==> config.mk <==
export PLATFORM = sky130hd
export DESIGN_NAME = double_ended_queue
export DESIGN_NICKNAME = d
export VERILOG_FILES = /design/src/sv/dq_pkg.sv /design/src/sv/dq_ram.sv /design/src/sv/dq_ptr.sv /design/src/sv/double_ended_queue.sv
export SDC_FILE = /design/constraint.sdc
export NUM_CORES = 1
export LEC_CHECK = 0
export ABC_AREA = 0
export ABC_CLOCK_PERIOD_IN_PS = 11500
export BUFFER_PORTS_ARGS = -buffer_cell sky130_fd_sc_hd__buf_2
export CAP_MARGIN = 20
export CORE_MARGIN = 2
export CORE_UTILIZATION = 31
export CTS_CLUSTER_DIAMETER = 40
export CTS_CLUSTER_SIZE = 14
export DETAILED_ROUTE_END_ITERATION = 10
export GPL_TIMING_DRIVEN = 0
export PLACE_DENSITY = 0.54
export RECOVER_POWER = 100
export SLEW_MARGIN = 25
export SYNTH_ARGS = -nofsm -noshare
export SYNTH_HDL_FRONTEND = slang
export SYNTH_HIERARCHICAL = 1
export SYNTH_SLANG_ARGS = --single-unit
==> constraint.sdc <==
create_clock -name aclk -period 11.5 [get_ports aclk]
set_input_delay 1.15 -clock aclk [delete_from_list [all_inputs] [get_ports aclk]]
set_output_delay 1.15 -clock aclk [all_outputs]
set_load 0.02 [all_outputs]
==> src/sv/dq_pkg.sv <==
// dq_pkg: shared types and constants for the double-ended queue
// used by dq_ptr, double_ended_queue and dq_check; no dependencies
`timescale 1ns / 1ps
`default_nettype none

package dq_pkg;

    localparam int DEFAULT_CAPACITY = 16;
    localparam int DATA_W           = 32;
    localparam int COUNT_W          = 5;
    localparam int S_TDATA_W        = 32;
    localparam int S_TUSER_W        = 2;
    localparam int M_TDATA_W        = 72;

    localparam logic [DATA_W-1:0] EMPTY_READ = '1;

    typedef enum logic [1:0] {
        OP_PUSH_FRONT = 2'd0,
        OP_PUSH_BACK  = 2'd1,
        OP_POP_FRONT  = 2'd2,
        OP_POP_BACK   = 2'd3
    } op_t;

    typedef enum logic [1:0] {
        ST_IDLE = 2'b01,
        ST_LOOK = 2'b10
    } state_t;

    typedef struct packed {
        logic wr_en;
        logic overflow;
    } upd_flags_t;

endpackage

`default_nettype wire

==> src/sv/dq_ram.sv <==
// dq_ram: generic single-write, single-read synchronous ram, registered read
// read during write to the same address returns the old contents; no dependencies
`timescale 1ns / 1ps
`default_nettype none

module dq_ram #(
    parameter int WIDTH = 32,
    parameter int DEPTH = 16
) (
    input  wire logic                     clk,
    input  wire logic                     wr_en,
    input  wire logic [$clog2(DEPTH)-1:0] wr_addr,
    input  wire logic [WIDTH-1:0]         wr_data,
    input  wire logic [$clog2(DEPTH)-1:0] rd_addr,
    output logic      [WIDTH-1:0]         rd_data
);

    logic [WIDTH-1:0] mem [DEPTH];
    logic [WIDTH-1:0] rd_data_reg;

    always_ff @(posedge clk) begin
        if (wr_en) begin
            mem[wr_addr] <= wr_data;
        end
        rd_data_reg <= mem[rd_addr];
    end

    assign rd_data = rd_data_reg;

endmodule

`default_nettype wire

==> src/sv/dq_ptr.sv <==
// dq_ptr: head, tail and count registers of the ring, with the update per operation
// depends on dq_pkg
`timescale 1ns / 1ps
`default_nettype none

module dq_ptr #(
    parameter int CAPACITY = dq_pkg::DEFAULT_CAPACITY
) (
    input  wire logic                            aclk,
    input  wire logic                            aresetn,
    input  wire logic                            upd_en,
    input  wire dq_pkg::op_t                     op,
    output dq_pkg::upd_flags_t                   flags,
    output logic [$clog2(CAPACITY)-1:0]          wr_addr,
    output logic [$clog2(CAPACITY)-1:0]          front_addr,
    output logic [$clog2(CAPACITY)-1:0]          back_addr,
    output logic [$clog2(CAPACITY+1)-1:0]        count_new
);

    localparam int IDX_W = $clog2(CAPACITY);
    localparam int CNT_W = $clog2(CAPACITY + 1);

    logic [IDX_W-1:0] head_reg, head_next;
    logic [IDX_W-1:0] tail_reg, tail_next;
    logic [CNT_W-1:0] count_reg, count_next;
    logic             full;
    logic             empty;

    function automatic logic [IDX_W-1:0] ring_next(input logic [IDX_W-1:0] i);
        return (i == IDX_W'(CAPACITY - 1)) ? '0 : i + IDX_W'(1);
    endfunction

    function automatic logic [IDX_W-1:0] ring_prev(input logic [IDX_W-1:0] i);
        return (i == '0) ? IDX_W'(CAPACITY - 1) : i - IDX_W'(1);
    endfunction

    assign full  = (count_reg == CNT_W'(CAPACITY));
    assign empty = (count_reg == '0);

    always_comb begin
        head_next      = head_reg;
        tail_next      = tail_reg;
        count_next     = count_reg;
        wr_addr        = tail_reg;
        flags.wr_en    = 1'b0;
        flags.overflow = 1'b0;
        case (op)
            dq_pkg::OP_PUSH_FRONT: begin
                if (full) begin
                    flags.overflow = 1'b1;
                end else begin
                    head_next   = ring_prev(head_reg);
                    wr_addr     = head_next;
                    flags.wr_en = 1'b1;
                    count_next  = count_reg + CNT_W'(1);
                end
            end
            dq_pkg::OP_PUSH_BACK: begin
                if (full) begin
                    flags.overflow = 1'b1;
                end else begin
                    wr_addr     = tail_reg;
                    tail_next   = ring_next(tail_reg);
                    flags.wr_en = 1'b1;
                    count_next  = count_reg + CNT_W'(1);
                end
            end
            dq_pkg::OP_POP_FRONT: begin
                if (!empty) begin
                    head_next  = ring_next(head_reg);
                    count_next = count_reg - CNT_W'(1);
                end
            end
            dq_pkg::OP_POP_BACK: begin
                if (!empty) begin
                    tail_next  = ring_prev(tail_reg);
                    count_next = count_reg - CNT_W'(1);
                end
            end
            default: begin
                head_next = head_reg;
            end
        endcase
    end

    // tail points one past the back value; with no update the current ends are read
    assign front_addr = upd_en ? head_next : head_reg;
    assign back_addr  = upd_en ? ring_prev(tail_next) : ring_prev(tail_reg);
    assign count_new  = count_next;

    always_ff @(posedge aclk) begin
        if (!aresetn) begin
            head_reg  <= '0;
            tail_reg  <= '0;
            count_reg <= '0;
        end else if (upd_en) begin
            head_reg  <= head_next;
            tail_reg  <= tail_next;
            count_reg <= count_next;
        end
    end

endmodule

`default_nettype wire

==> src/sv/double_ended_queue.sv <==
// double_ended_queue: bounded deque of signed 32-bit words, front and back reported per word
// Input words carry an operation on s_tuser (push front, push back, pop front,
// pop back) and a value on s_tdata. Every accepted word produces exactly one
// result word on m_tdata: front value, back value, count, empty flag and an
// overflow flag set when a push met a full queue and was dropped. A pop on an
// empty queue leaves the queue as it was. An empty queue reads -1 at both ends.
// A word is not taken before the result of the word ahead of it has been loaded
// into the output register; the ring store is a ram with a registered read, so
// the new end values are registered when the word is taken, and the output
// register loads them in ST_LOOK while s_tready is low.
// The output register holds a finished result while the input side takes the
// next word; if the receiver holds m_tready low, s_tready drops after that
// next word until the result is taken.
// Reset (aresetn low, synchronous) empties the queue and clears m_tvalid; the
// ram contents are not cleared and are never read before being written.
// Depends on dq_pkg, dq_ptr and dq_ram.
`timescale 1ns / 1ps
`default_nettype none

module double_ended_queue #(
    parameter int CAPACITY = dq_pkg::DEFAULT_CAPACITY
) (
    input  wire logic                          aclk,
    input  wire logic                          aresetn,
    input  wire logic                          s_tvalid,
    output logic                               s_tready,
    input  wire logic [dq_pkg::S_TDATA_W-1:0]  s_tdata,   // [31:0] value
    input  wire logic [dq_pkg::S_TUSER_W-1:0]  s_tuser,   // [1:0] op
    output logic                               m_tvalid,
    input  wire logic                          m_tready,
    // [31:0] front_value, [63:32] back_value, [68:64] count, [69] is_empty,
    // [70] overflow, [71] zero
    output logic      [dq_pkg::M_TDATA_W-1:0]  m_tdata
);

    localparam int IDX_W = $clog2(CAPACITY);
    localparam int CNT_W = $clog2(CAPACITY + 1);
    localparam int DW    = dq_pkg::DATA_W;

    dq_pkg::state_t     state_reg, state_next;
    dq_pkg::upd_flags_t flags;

    logic             accept;
    logic             out_load;
    logic [IDX_W-1:0] wr_addr, front_addr, back_addr;
    logic [CNT_W-1:0] count_new;
    logic [DW-1:0]    rd_front, rd_back;

    logic [DW-1:0]    wdata_reg;
    logic             fwd_front_reg, fwd_back_reg;
    logic [CNT_W-1:0] count_res_reg;
    logic             ovf_res_reg;

    logic             m_tvalid_reg, m_tvalid_next;
    logic [dq_pkg::M_TDATA_W-1:0] m_tdata_reg;

    logic [DW-1:0]    front_val, back_val;
    logic             res_empty;
    logic [31:0]      count_ext;

    assign s_tready = (state_reg == dq_pkg::ST_IDLE);
    assign accept   = s_tvalid && s_tready;
    assign out_load = (state_reg == dq_pkg::ST_LOOK) && (!m_tvalid_reg || m_tready);

    dq_ptr #(
        .CAPACITY (CAPACITY)
    ) u_ptr (
        .aclk       (aclk),
        .aresetn    (aresetn),
        .upd_en     (accept),
        .op         (dq_pkg::op_t'(s_tuser)),
        .flags      (flags),
        .wr_addr    (wr_addr),
        .front_addr (front_addr),
        .back_addr  (back_addr),
        .count_new  (count_new)
    );

    // two copies of the ring, written alike, one read port for each end
    dq_ram #(
        .WIDTH (DW),
        .DEPTH (CAPACITY)
    ) u_ram_front (
        .clk     (aclk),
        .wr_en   (accept && flags.wr_en),
        .wr_addr (wr_addr),
        .wr_data (s_tdata),
        .rd_addr (front_addr),
        .rd_data (rd_front)
    );

    dq_ram #(
        .WIDTH (DW),
        .DEPTH (CAPACITY)
    ) u_ram_back (
        .clk     (aclk),
        .wr_en   (accept && flags.wr_en),
        .wr_addr (wr_addr),
        .wr_data (s_tdata),
        .rd_addr (back_addr),
        .rd_data (rd_back)
    );

    // the ram returns old data when a read hits the slot being written
    always_ff @(posedge aclk) begin
        if (accept) begin
            wdata_reg     <= s_tdata;
            fwd_front_reg <= flags.wr_en && (wr_addr == front_addr);
            fwd_back_reg  <= flags.wr_en && (wr_addr == back_addr);
            count_res_reg <= count_new;
            ovf_res_reg   <= flags.overflow;
        end
    end

    assign res_empty = (count_res_reg == '0);
    assign count_ext = 32'(count_res_reg);
    assign front_val = res_empty ? dq_pkg::EMPTY_READ : (fwd_front_reg ? wdata_reg : rd_front);
    assign back_val  = res_empty ? dq_pkg::EMPTY_READ : (fwd_back_reg ? wdata_reg : rd_back);

    always_comb begin
        state_next = state_reg;
        case (state_reg)
            dq_pkg::ST_IDLE: begin
                if (accept) begin
                    state_next = dq_pkg::ST_LOOK;
                end
            end
            dq_pkg::ST_LOOK: begin
                if (out_load) begin
                    state_next = dq_pkg::ST_IDLE;
                end
            end
            default: begin
                state_next = dq_pkg::ST_IDLE;
            end
        endcase
    end

    always_comb begin
        m_tvalid_next = m_tvalid_reg;
        if (out_load) begin
            m_tvalid_next = 1'b1;
        end else if (m_tready) begin
            m_tvalid_next = 1'b0;
        end
    end

    always_ff @(posedge aclk) begin
        if (!aresetn) begin
            state_reg    <= dq_pkg::ST_IDLE;
            m_tvalid_reg <= 1'b0;
        end else begin
            state_reg    <= state_next;
            m_tvalid_reg <= m_tvalid_next;
        end
    end

    always_ff @(posedge aclk) begin
        if (out_load) begin
            m_tdata_reg <= {1'b0, ovf_res_reg, res_empty, count_ext[4:0], back_val, front_val};
        end
    end

    assign m_tvalid = m_tvalid_reg;
    assign m_tdata  = m_tdata_reg;

endmodule

`default_nettype wire

# ---- Word-level counts from Yosys, hierarchy flattened
# Memories as Yosys holds them, arrays and structs flattened. A register that Yosys moved wholly into a read port is not among the register bits.
# Cells that the tools add are included.
dict set report word_totals {
  ram_bits 1024
  register_bits 127
  romBits 0
  out_inout_bits 74
  inputBits 38
  mem_count 2
  latch_bits 0
}
# memory depth word_bits read_ports rd_ports_with_merged_regs write_ports line
set mem_list {}
lappend mem_list {u_ram_back.mem 16 32 1 1 1 dq_ram.sv:18} ;# logic [WIDTH-1:0] mem [DEPTH];
lappend mem_list {u_ram_front.mem 16 32 1 1 1 dq_ram.sv:18}
dict set report op_classes {
  n_lt_le_gt_ge 0
  muxes 30
  n_eq_ne 12
  n_reduce_logical 17
  div 0
  bitwise 0
  addsub 7
  multipliers 0
  shifts 0
}
# operator count
set ops {}
lappend ops {{2-to-1 mux 32 bit} 2}
lappend ops {{2-to-1 mux 4 bit} 13}
lappend ops {{one-hot mux 4 bit (2 select lines)} 2}
lappend ops {{zero test 4 bit} 3}
lappend ops {{subtractor 4 x 1 -> 4 bit (second input constant)} 3}
lappend ops {{zero test 5 bit} 2}
lappend ops {{2-to-1 mux 5 bit} 2}
lappend ops {{one-hot mux 5 bit (2 select lines)} 1}
lappend ops {{adder 4 x 1 -> 4 bit (second input constant)} 2}
lappend ops {{equality test 4 bit} 2}
lappend ops {{equality test 4 bit (second input constant)} 2}
lappend ops {{equality test 2 bit (second input constant)} 3}
lappend ops {{2-to-1 mux 1 bit} 6}
lappend ops {{2-to-1 mux 2 bit} 3}
lappend ops {{adder 5 x 1 -> 5 bit (second input constant)} 1}
lappend ops {{equality test 5 bit (second input constant)} 1}
lappend ops {{logical AND 1 bit} 5}
lappend ops {{subtractor 5 x 1 -> 5 bit (second input constant)} 1}
lappend ops {{equality test 2 x 1 -> 1 bit (second input constant)} 2}
lappend ops {{one-hot mux 2 bit (2 select lines)} 1}
lappend ops {{OR reduction 2 bit} 2}
lappend ops {{zero test 2 bit} 1}
lappend ops {{inequality test 2 x 1 -> 1 bit (second input constant)} 1}
lappend ops {{inequality test 2 bit (second input constant)} 1}
lappend ops {{other kinds (4)} 4}

# ---- Longest topological paths before layout
# Gate-level depths: netlist (run 1).
dict set report depth {
  depth_word 9
  depth_mapped 15
}

# ---- Cells and area by module
# Netlist (run 1), hierarchy kept.
# mod seq_area_each_um2 area_each_um2 cells_per_inst n_inst
set by_module_without_submodules {}
lappend by_module_without_submodules {{dq_ram at u_ram_front} 16015.4 19854.0 838 1}
lappend by_module_without_submodules {{dq_ram at u_ram_back} 16015.4 19835.3 838 1}
lappend by_module_without_submodules {double_ended_queue 3393.3 4609.4 285 1}
lappend by_module_without_submodules {dq_ptr 260.2 1539.0 194 1}

# ---- Worst setup path before layout (run 1)
# OpenSTA, ideal clock, no wires.
dict set report synth_timing {
  path_type {input port to flip-flop}
  from {input port s_tuser[1] in the netlist's numbering}
  to {memory u_ram_back.mem[0][0] (enable)}
  cell_stages 7
  t_arrival_ns 5.300
  n_path_buf 3
  setup_time_ns 0.461
  slack_ns 5.739
  cell_sequence {buf_2 buf_2 buf_2 nor3_1 o21ai_0 or3b_2 nor3_1}
}
dict set report synth_between {
  word_cells_on_any_way 8
  cone_classes {eq/ne: 1; mux: 4; reduce/logical: 3}
}
# item line
set synth_lines {}
lappend synth_lines {{from (decl)} double_ended_queue.sv:28} ;# input wire logic [dq_pkg::S_TUSER_W-1:0] s_tuser,
lappend synth_lines {{zero test 2 bit} dq_ptr.sv:47} ;# case (op)
lappend synth_lines {{2-to-1 mux 4 bit} -}
lappend synth_lines {{via wr_addr[2]} double_ended_queue.sv:45} ;# logic [IDX_W-1:0] wr_addr, front_addr, back_addr;
lappend synth_lines {{to (decl)} dq_ram.sv:18}
# The timed path passes the listed nets, and every way through them passes these cells.

# ---- Worst setup path in the final report (run 1)
dict set report layout_timing {
  from {register state_reg[0]}
  to {register u_ram_back.rd_data_reg[28] (netlist: u_ram_back/rd_data[28]) (read register of u_ram_back.mem)}
}
dict set report layout_between {
  elab_chain_len 3
}
# item line
set layout_rtl {}
lappend layout_rtl {{from (decl)} double_ended_queue.sv:40} ;# dq_pkg::state_t state_reg, state_next;
lappend layout_rtl {{from (signal assigned)} double_ended_queue.sv:150} ;# state_reg <= dq_pkg::ST_IDLE;
lappend layout_rtl {{from (signal assigned)} double_ended_queue.sv:153} ;# state_reg <= state_next;
lappend layout_rtl {{equality test 2 x 1 -> 1 bit} double_ended_queue.sv:61} ;# assign s_tready = (state_reg == dq_pkg::ST_IDLE);
lappend layout_rtl {{logical AND 1 bit} double_ended_queue.sv:62} ;# assign accept = s_tvalid && s_tready;
lappend layout_rtl {{via accept} double_ended_queue.sv:43} ;# logic accept;
lappend layout_rtl {{2-to-1 mux 4 bit} dq_ptr.sv:88} ;# assign back_addr = upd_en ? ring_prev(tail_next) : ring_prev(tail_reg);
lappend layout_rtl {{via back_addr[0]} double_ended_queue.sv:45}
lappend layout_rtl {{to (decl)} dq_ram.sv:19} ;# logic [WIDTH-1:0] rd_data_reg;
# The timed path passes the listed nets, and every way through them passes these cells.
# A chain may end at the register's enable or synchronous reset.

==> flow_metrics.tcl, run 1 <==
set metrics [dict create \
    die_y_um 389 \
    place_congestion 0.822 \
    worst_ep_arrival_time_ns 8.30 \
    finalCritPeriodShare_pct 66.8 \
    ios 112 \
    syn_to_final_growth_pct 16.4 \
    synth_nets 2202 \
    yosysSeqAreaShare_pct 77.8 \
    clkTransAtPathRegs_ns 0.06 \
    violations "max-capacitance violations, max-slew violations" \
    cts_sinks 1215 \
    post-cts-setup-buffers 0 \
    start_util_pct 31.1 \
    synth_top_family_by_area "multiplexers" \
    finalClockSkew_ns 0.0365 \
    netlist_instances 2155 \
    final.setup.tns_ns 0 \
    clock-root-buffer "clkbuf_16" \
    htreeDepth 4 \
    layout_min_cycle_time_ns 7.68 \
    synth_simple_gate_area_share_pct 2.75 \
    postCtsHoldBufs 0 \
    crit_top_cell "clkbuf_1" \
    status "complete, but fails checks" \
    grt_max_degree 44 \
    total_power_w 0.0107 \
    peakVddDrop_v 0.000143 \
    tightestPinTransition_ns 3.26 \
    crit_chain "nor2b_1 > and2_0 > clkbuf_1 > clkbuf_1 > inv_1 > a31oi_1 > clkbuf_1 > clkbuf_1 > mux4_2 > a22oi_1 > nand2_1" \
    grt_pass1_vias 23201 \
    cts_buffer_depth 3 \
    dieArea_sq_mm 0.151 \
    critical_path_buf_inv_count 5 \
    num_vias 22825 \
    wl_per_cell_um 25.0 \
    drive_above_1_share_pct 20.7 \
    timing.slew.headroom_pct -117 \
    final_cell_area_sq_mm 0.0534 \
    rsz0062_at_grt "no" \
    hold_viol 0 \
    tritoncts "yes" \
    start_kind "register" \
    drt_iter0_drc 2467 \
    powerDensity_mw_per_mm2 200 \
    ys_ff_latch 1215 \
    ys_types 70 \
    cpMaxStageDelayCell "and2_0" \
    yosys.area.top_type_share_pct 74.4 \
    placed_cell_area_sq_mm 0.0503 \
    synth_ff_type "edfxtp_1" \
    setup_viol 0 \
    grt_pass1_wl_mm 163 \
    maxCapViolCount 33 \
    grtUsageTotal_pct 14.9 \
    ys_async_sr_fraction_pct 0 \
    synth-compound-area-share_pct 3.03 \
    synth_area_leaders "edfxtp_1 74%, mux4_2 13%, dfxtp_1 3.5%, a22oi_1 2.1%, mux2i_1 1.6%" \
    cp_slowest_stage_delay_ns 2.37 \
    critPathTopFamily "buffers and inverters" \
    ant_nets 0 \
    vias_per_cell 5.04 \
    numPortBuffers 109 \
    drv_slew 774 \
    cts_buffers 136 \
    synth_xor_area_share_pct 0.341 \
    synth_edf_count 1135 \
    dr.pass1.iters 6 \
    grt_overflow_total 0 \
    core_sq_mm 0.147 \
    hpwlAfterDp_mm 76.4 \
    hold_path.class "register to register" \
    fmax_mhz 130 \
    cp_max_fo 43 \
    critPathCaptureType "register" \
    fp.dieW_um 389 \
    required_ns 12.12 \
    synth_area_per_cell_sq_um 21.3 \
    synthAdderAreaFrac_pct 0.246 \
    drcViolationCount 0 \
    antenna_found_initial 3 \
    nNetsFinal 2529 \
    clk_latency_ns 0.77 \
    num_rows 141 \
    synth_area_sq_mm 0.0458 \
    finalWirelength_mm 113 \
    crit_type "register to register" \
    ctsResizeCount 0 \
    synth_top_area_cell "edfxtp_1" \
    synthMuxAreaShare_pct 14.2 \
    p_leak_nw 16.9 \
    r2r_slack_ns 3.82 \
    yosys_warnings 6 \
]
synthesized netlist by cell type, drive strengths merged (3+ instances only):
master	n
o21ai	11
or3	3
ha	9
nor2b	16
nand3	9
buf	76
a21oi	11
mux4	256
clkbuf	41
a32o	3
edfxtp	1135
nand2b	8
o31ai	5
mux2i	74
nand2	142
nor2	40
nand3b	4
xor2	9
and2	10
inv	12
xnor2	8
nand4	3
dfxtp	80
or3b	5
nor3	13
a22oi	130
a31oi	6
metal layers:
layer	global-route usage [%]	wire length, um	part of all wire (%)	up-vias
met3	3.14	8510	7.5	167
met4	4.41	2250	2.0	4
li1	-	-	-	9604
met1	21.6	50800	45	12165
met5	0	19	0.017	-
met2	22.7	51700	46	885
layout by cell type (no fill, tap or decap), types with 10 or more instances in the layout:
cell / n
edfxtp_1: 1135
clkbuf_1: 268
mux4_2: 256
nand2_1: 142
clkbuf_16: 137
a22oi_1: 130
dfxtp_1: 80
mux2i_1: 74
nor2_1: 40
buf_4: 21
clkinv_2: 20
inv_6: 19
nor2b_1: 16
buf_2: 15
clkinvlp_4: 14
nor3_1: 13
buf_1: 12
inv_1: 10
a21oi_1: 10
metrics by stage:
stage | util (%) | cells | hold slack [ns] | worst slack [ns]
2_1_floorplan | - | 2155 | 0.400 | 5.74
3_3_place_gp | 33.1 | 4194 | 0.408 | 2.43
3_5_place_dp | 34.1 | 4274 | 0.406 | 6.01
4_1_cts | 37.2 | 4524 | 0.419 | 6.40
5_1_grt | 36.2 | 4524 | 0.431 | 3.27
6_report | 36.2 | 4528 | 0.418 | 3.82
final timing paths:
check                           cells past startpoint                        endpoint                      start
worst max-delay path                               11  u_ram_back/rd_data[28]$_DFF_P_  state_reg[0]$_SDFFE_PN1P_
worst min-delay path                                0           m_tdata[70]$_DFFE_PP_      ovf_res_reg$_DFFE_PP_
worst max register to register                     11  u_ram_back/rd_data[28]$_DFF_P_  state_reg[0]$_SDFFE_PN1P_
worst min register to register                      0           m_tdata[70]$_DFFE_PP_      ovf_res_reg$_DFFE_PP_
kinds of logic (layout without fill, tap and decap cells):
group,Yosys count,count (layout)
compound gates,187,187
xor+xnor,17,17
fa+ha+maj,9,9
buf+inv,129,568
flops,1215,1215
mux,331,331
other cells,1,5
simple gates,266,266
report_power, final:
group	switching, W	internal [W]
clock	0.00183	0.00244
sequential	0.0000818	0.00502
combinational	0.000805	0.000501
total	0.00272	0.00796
worst register-to-register path, cell delays in order, from the launching register on:
cell	delay, ns
dfxtp_1	0.32
nor2b_1	0.23
and2_0	2.37
clkbuf_1	0.63
clkbuf_1	0.44
inv_1	0.12
a31oi_1	0.61
clkbuf_1	0.92
clkbuf_1	0.95
mux4_2	0.61
a22oi_1	0.25
nand2_1	0.11
layout make-up:
type	count	area, sq um
tap	1930	2410
fill	13430	93900
antenna	4	10.0
timing repair buffer	189	714
sequential	1215	35700
clock inverter	88	897
multi-input combinational	811	9420
inverter	12	45.0
clock buffer	162	3580
buffer	117	596
No activity file was read; power rests on OpenSTA's default activity.
==> run 2, diff against run 1 <==
Settings changed: ABC_CLOCK_PERIOD_IN_PS 11500 to 6700, PLACE_DENSITY 0.54 to 0.56.
Clock period 11.5 ns to 6.7 ns, I/O delays scaled along.
==> run 2 against run 1 <==
Against the previous run: the run still ends with max-capacitance violations, max-slew violations left; sequential cell count stayed put; register-to-register slack worse by 2.8 ns; power is 77% higher.
==> flow_metrics.tcl, run 2 (same netlist as run 1, synthesis figures left out) <==
set metrics [dict create \
    status "complete, but fails checks" \
    violations "max-capacitance violations, max-slew violations" \
    fmax_mhz 176 \
    wl_per_cell_um 24.8 \
    clkTransAtPathRegs_ns 0.06 \
    drt_iter0_drc 2606 \
    crit_path_start "u_ptr/count_reg[0]$_SDFFE_PN0P_" \
    grt_pass1_wl_mm 163 \
    final_cell_mix "1135 x edfxtp_1, 256 x mux4_2, 222 x clkbuf_1" \
    critPathTopFamily "simple AND/OR/NAND/NOR gates" \
    syn_to_final_growth_pct 18.7 \
    cpMaxStageDelayCell "nor3_1" \
    dp_worst_setup_slack_ns 1.67 \
    p_leak_nw 17.3 \
    timing.slew.headroom_pct -49.3 \
    r2r_slack_ns 1.03 \
    drive_above_1_share_pct 23.0 \
    critical_path_buf_inv_count 6 \
    cts_buffers 135 \
    grt_pass1_vias 23439 \
    finalCritPeriodShare_pct 84.6 \
    rsz0062_at_grt "no" \
    place_congestion 0.802 \
    mostFrequentLayoutCell "edfxtp_1" \
    crit_chain "inv_1 > ha_1 > and4bb_1 > nor3_1 > o21ai_0 > or3b_2 > nor3_1 > clkbuf_1 > clkbuf_1 > clkbuf_1 > buf_4 > buf_4" \
    r2r_end "u_ram_front/mem[0][21]$_DFFE_PP_" \
    num_rows 141 \
    pwr-share-clk_pct 41.6 \
    finalWirelength_mm 112 \
    layout_min_cycle_time_ns 5.67 \
    ios 112 \
    worst_slack_ns 1.03 \
    final.setup.tns_ns 0 \
    share_comb_of_total_power_pct 12.0 \
    r2r_start "u_ptr/count_reg[0]$_SDFFE_PN0P_" \
    ant_nets 0 \
    vias_per_cell 5.03 \
    start_kind "register" \
    core_sq_mm 0.147 \
    fp.dieW_um 389 \
    swShare_pct 24.5 \
    tightestPinTransition_ns 2.24 \
    post-cts-setup-buffers 0 \
    tritoncts "yes" \
    hpwlAfterDp_mm 75.4 \
    hold_viol 0 \
    endpoint "u_ram_front/mem[0][21]$_DFFE_PP_" \
    rr_worst_depth 12 \
    cp.depth 12 \
    required_ns 7.17 \
    dr.pass1.iters 5 \
    htreeDepth 4 \
    num-fill-cells 13308 \
    crit_top_cell "clkbuf_1" \
    start_util_pct 31.1 \
    nNetsFinal 2525 \
    num_vias 22753 \
    numPortBuffers 109 \
    cts_sinks 1215 \
    setup_viol 0 \
    antenna_found_initial 1 \
    peakVddDrop_v 0.000190 \
    num_antenna_cells 0 \
    crit_type "register to register" \
    pwr-share-seq_pct 46.4 \
    grtUsageTotal_pct 14.8 \
    powerDensity_mw_per_mm2 347 \
    utilization_pct 36.9 \
    die_y_um 389 \
    worst_ep_arrival_time_ns 6.14 \
    clk_latency_ns 0.77 \
    dieArea_sq_mm 0.151 \
    postCtsHoldBufs 0 \
    clock-root-buffer "clkbuf_16" \
    cts_buffer_depth 3 \
    cp_slowest_stage_delay_ns 0.74 \
    drcViolationCount 0 \
    grt_overflow_total 0 \
    ctsResizeCount 0 \
    cp_max_fo 8 \
    finalClockSkew_ns 0.0391 \
    grt_max_degree 34 \
    critPathCaptureType "register" \
    drv_slew 615 \
    intPower_w 0.0142 \
    maxCapViolCount 24 \
    power_switching_w 0.00462 \
    hold_path.class "primary input to register" \
]
## run 2: cell types whose count changed in the layout (fill, tap and decap cells not counted), moves of 6 or more
cell and delta:
buf_2 +6, buf_16 +14, buf_12 +14, nor2_4 +14, clkbuf_1 -46, nor2_1 -15, bufinv_16 +13, clkinv_2 -6
## run 2: power by group through the flow
stage / logic (W) / clock network (W) / registers [W]
after floorplan: 0.00143 / 0 / 0.00883
after detailed placement: 0.00229 / 0 / 0.00892
after global placement: 0.00221 / 0 / 0.00893
after global routing: 0.00242 / 0.00829 / 0.00877
after CTS: 0.00231 / 0.00801 / 0.00876
final: 0.00226 / 0.00785 / 0.00875
## run 2: area by class of cell
type,instances,area [sq um],area share [%]
Timing Repair Buffer,186,1300,2.39
Tap cell,1930,2410,4.44
Clock inverter,82,1120,2.06
Sequential cell,1215,35700,65.6
Inverter,12,45.0,0.0828
Clock buffer,166,3690,6.79
Multi-Input combinational cell,811,9530,17.5
Buffer,117,603,1.11
## run 2: how the worst min path moves through the flow
| stage | from | to | slack (ns) | cells after the start |
|---|---|---|---|---|
| 2_1_floorplan | ovf_res_reg$_DFFE_PP_ | m_tdata[70]$_DFFE_PP_ | 0.40 | 0 |
| 3_3_place_gp | ovf_res_reg$_DFFE_PP_ | m_tdata[70]$_DFFE_PP_ | 0.41 | 0 |
| 5_1_grt | aresetn | state_reg[0]$_SDFFE_PN1P_ | 0.24 | 2 |
| 3_5_place_dp | ovf_res_reg$_DFFE_PP_ | m_tdata[70]$_DFFE_PP_ | 0.41 | 0 |
| 6_report | aresetn | state_reg[0]$_SDFFE_PN1P_ | 0.23 | 2 |
| 4_1_cts | aresetn | state_reg[0]$_SDFFE_PN1P_ | 0.18 | 2 |
## run 2: through the flow
stage	cells	area, sq um	hold WS [ns]	power (W)
5_1_grt	4519	54400	0.236	0.0195
4_1_cts	4519	55000	0.184	0.0191
6_report	4519	54400	0.226	0.0189
2_1_floorplan	2155	45800	0.400	0.0103
3_3_place_gp	4194	48800	0.411	0.0111
3_5_place_dp	4271	50200	0.406	0.0112
## run 2: per-layer routing
layer | GRT usage [%] | part of all wire (%) | routed length (um) | up-vias
li1 | - | - | - | 9597
met1 | 20.9 | 44 | 49200 | 12131
met2 | 23.3 | 47 | 52900 | 883
met3 | 3.01 | 7.2 | 8040 | 142
met4 | 4.15 | 1.8 | 2010 | 0
met5 | 0 | 0 | 0 | -
==> run 3, diff against run 2 <==
Settings changed: ABC_AREA 0 to 1, ABC_CLOCK_PERIOD_IN_PS 6700 to 5800, PLACE_DENSITY 0.56 to 0.54.
Clock period 6.7 ns to 5.8 ns, I/O delays scaled along.
==> run 3 against run 2 <==
Against the previous run: the flow still finishes with violations (max-capacitance violations, max-slew violations); first-iteration DRC count grew 28%; power grew 29%; worst hold slack lost 0.13 ns; utilization grew 0.42 points; maximum frequency grew 15%; sequential power grew 15%; final cell count grew 65%; largest power group is now clock; synthesized cell count grew 120%; critical path depth shrank 1.
==> flow_metrics.tcl, run 3 <==
set metrics [dict create \
    final_cell_area_sq_mm 0.0617 \
    postCtsHoldBufs 0 \
    hold_path.class "primary input to register" \
    utilization_pct 37.3 \
    vias_per_cell 4.69 \
    synth_edf_count 1135 \
    clk_latency_ns 0.79 \
    peakVddDrop_v 0.000356 \
    setup_viol 0 \
    ys_types 45 \
    violations "max-capacitance violations, max-slew violations" \
    num_vias 35055 \
    grt_pass1_vias 33349 \
    num_rows 149 \
    grt_max_degree 34 \
    seq_area_sq_mm 0.0357 \
    die_y_um 412 \
    status "complete, but fails checks" \
    multi_input_area_sq_mm 0.0113 \
    htreeDepth 4 \
    worst_ep_arrival_time_ns 5.40 \
    hold_viol 0 \
    dr.max_layer_used "met5" \
    worst_slack_ns 0.854 \
    fp.dieW_um 412 \
    yosysSeqAreaShare_pct 69.2 \
    core_sq_mm 0.165 \
    fmax_mhz 202 \
    layout_min_cycle_time_ns 4.95 \
    synth_area_per_cell_sq_um 10.8 \
    antenna_found_initial 20 \
    nNetsFinal 5168 \
    placed_cell_area_sq_mm 0.0562 \
    dieArea_sq_mm 0.170 \
    ctsResizeCount 0 \
    synth_common_cells "1491 x nand2_1, 1135 x edfxtp_1, 829 x inv_1" \
    p_leak_nw 25.6 \
    wl_per_cell_um 20.9 \
    cts_buffers 174 \
    powerDensity_mw_per_mm2 393 \
    crit_type "register to register" \
    finalWirelength_mm 156 \
    synth_nets 4838 \
    rsz0062_at_grt "no" \
    synth_top_area_cell "edfxtp_1" \
    yosys_warnings 6 \
    mostFrequentLayoutCell "nand2_1" \
    cp_max_fo 20 \
    maxCapViolCount 38 \
    finalClockSkew_ns 0.0320 \
    tightestPinTransition_ns 2.08 \
    clkTransAtPathRegs_ns 0.05 \
    synth_area_leaders "edfxtp_1 66%, nand2_1 11%, nand3_1 7.7%, inv_1 6.0%, dfxtp_1 3.1%" \
    clock-root-buffer "clkbuf_16" \
    numPortBuffers 109 \
    post-cts-setup-buffers 0 \
    place_congestion 0.831 \
    final_cell_mix "1495 x nand2_1, 1135 x edfxtp_1, 830 x inv_1" \
    drive_above_1_share_pct 10.1 \
    required_ns 6.25 \
    ys_ff_latch 1215 \
    ys_async_sr_fraction_pct 0 \
    start_util_pct 31.2 \
    finalCritPeriodShare_pct 85.3 \
    timing.slew.headroom_pct -38.6 \
    cts_sinks 1215 \
    wl_met1_mm 65.7 \
    yosys.area.top_type_share_pct 66.1 \
    dr_wl_met2_mm 72.3 \
    synth_ff_type "edfxtp_1" \
    routed-wl-met3_mm 13.3 \
    syn_to_final_growth_pct 19.6 \
    hpwlAfterDp_mm 106 \
    yosysMostFrequentCell "nand2_1" \
    tritoncts "yes" \
    critPathCaptureType "register" \
    netlist_instances 4791 \
    grt_overflow_total 0 \
    dr.pass1.iters 6 \
    drcViolationCount 0 \
    ios 112 \
    grt_pass1_wl_mm 224 \
    final.setup.tns_ns 0 \
    drv_slew 1190 \
    start_kind "register" \
    dp_worst_setup_slack_ns 1.40 \
    grtUsageTotal_pct 18.1 \
    drt_iter0_drc 3343 \
    cts_buffer_depth 3 \
    synth_area_sq_mm 0.0516 \
    num-fill-cells 16114 \
    timing.hold.ws_ns 0.0971 \
    ant_nets 0 \
]
## run 3: path summary, 6_finish.rpt
path	from	end	slack [ns]	cells after the start
max	u_ptr/count_reg[0]$_SDFFE_PN0P_	u_ram_back/mem[14][14]$_DFFE_PP_	0.85	11
max reg2reg	u_ptr/count_reg[0]$_SDFFE_PN0P_	u_ram_back/mem[14][14]$_DFFE_PP_	0.85	11
min	aresetn	state_reg[0]$_SDFFE_PN1P_	0.1	2
min reg2reg	ovf_res_reg$_DFFE_PP_	m_tdata[70]$_DFFE_PP_	0.42	0
## run 3: cell families (layout without fill, tap and decap cells)
logic type,after synthesis,after routing,share of synthesized area [%]
DFF,1215,1215,69.2
AOI/OAI and AO/OA,46,46,0.502
buffers and inverters,1072,1553,9.18
other,1,10,0.00727
adders and majority gates,9,9,0.218
muxes,64,64,1.24
and+or+nand+nor,2373,2373,19.5
xor gates and xnor gates,11,11,0.201
## run 3: metal layers
metal / global-route usage [%] / vias to the layer above
li1: - / 16345
met1: 24.3 / 16958
met2: 29.3 / 1412
met3: 3.91 / 332
met4: 5.37 / 8
met5: 0 / -
## run 3: critical path, stage by stage (launching register included)
cell	delay, ns
dfxtp_1	0.35
inv_1	0.12
ha_1	0.21
clkbuf_1	0.17
nand3_1	0.38
nand2_1	0.15
inv_1	0.10
inv_1	0.12
nor3_1	0.93
nand3_1	0.46
nor2_1	1.29
buf_12	0.29
## run 3: stage by stage
stage	instances	power [W]
after floorplan	4791	0.0121
final	7470	0.0242
after global routing	7461	0.0250
after detailed placement	7134	0.0136
after CTS	7461	0.0244
after global placement	7089	0.0136
## run 3: where the power goes
group | switching, W | internal (W)
sequential | 0.000186 | 0.00995
clock | 0.00421 | 0.00653
combinational | 0.00247 | 0.000885
total | 0.00687 | 0.0174
## run 3: layout make-up
cell class                      instances  share of cell area, %
Multi-Input combinational cell       2504                   18.3
Sequential cell                      1215                   57.9
Clock buffer                          195                   7.25
Antenna cell                            9                 0.0365
Inverter                              837                   5.10
Timing Repair Buffer                  154                   2.11
Buffer                                235                   2.50
Tap cell                             2189                   4.44
Clock inverter                        132                   2.44
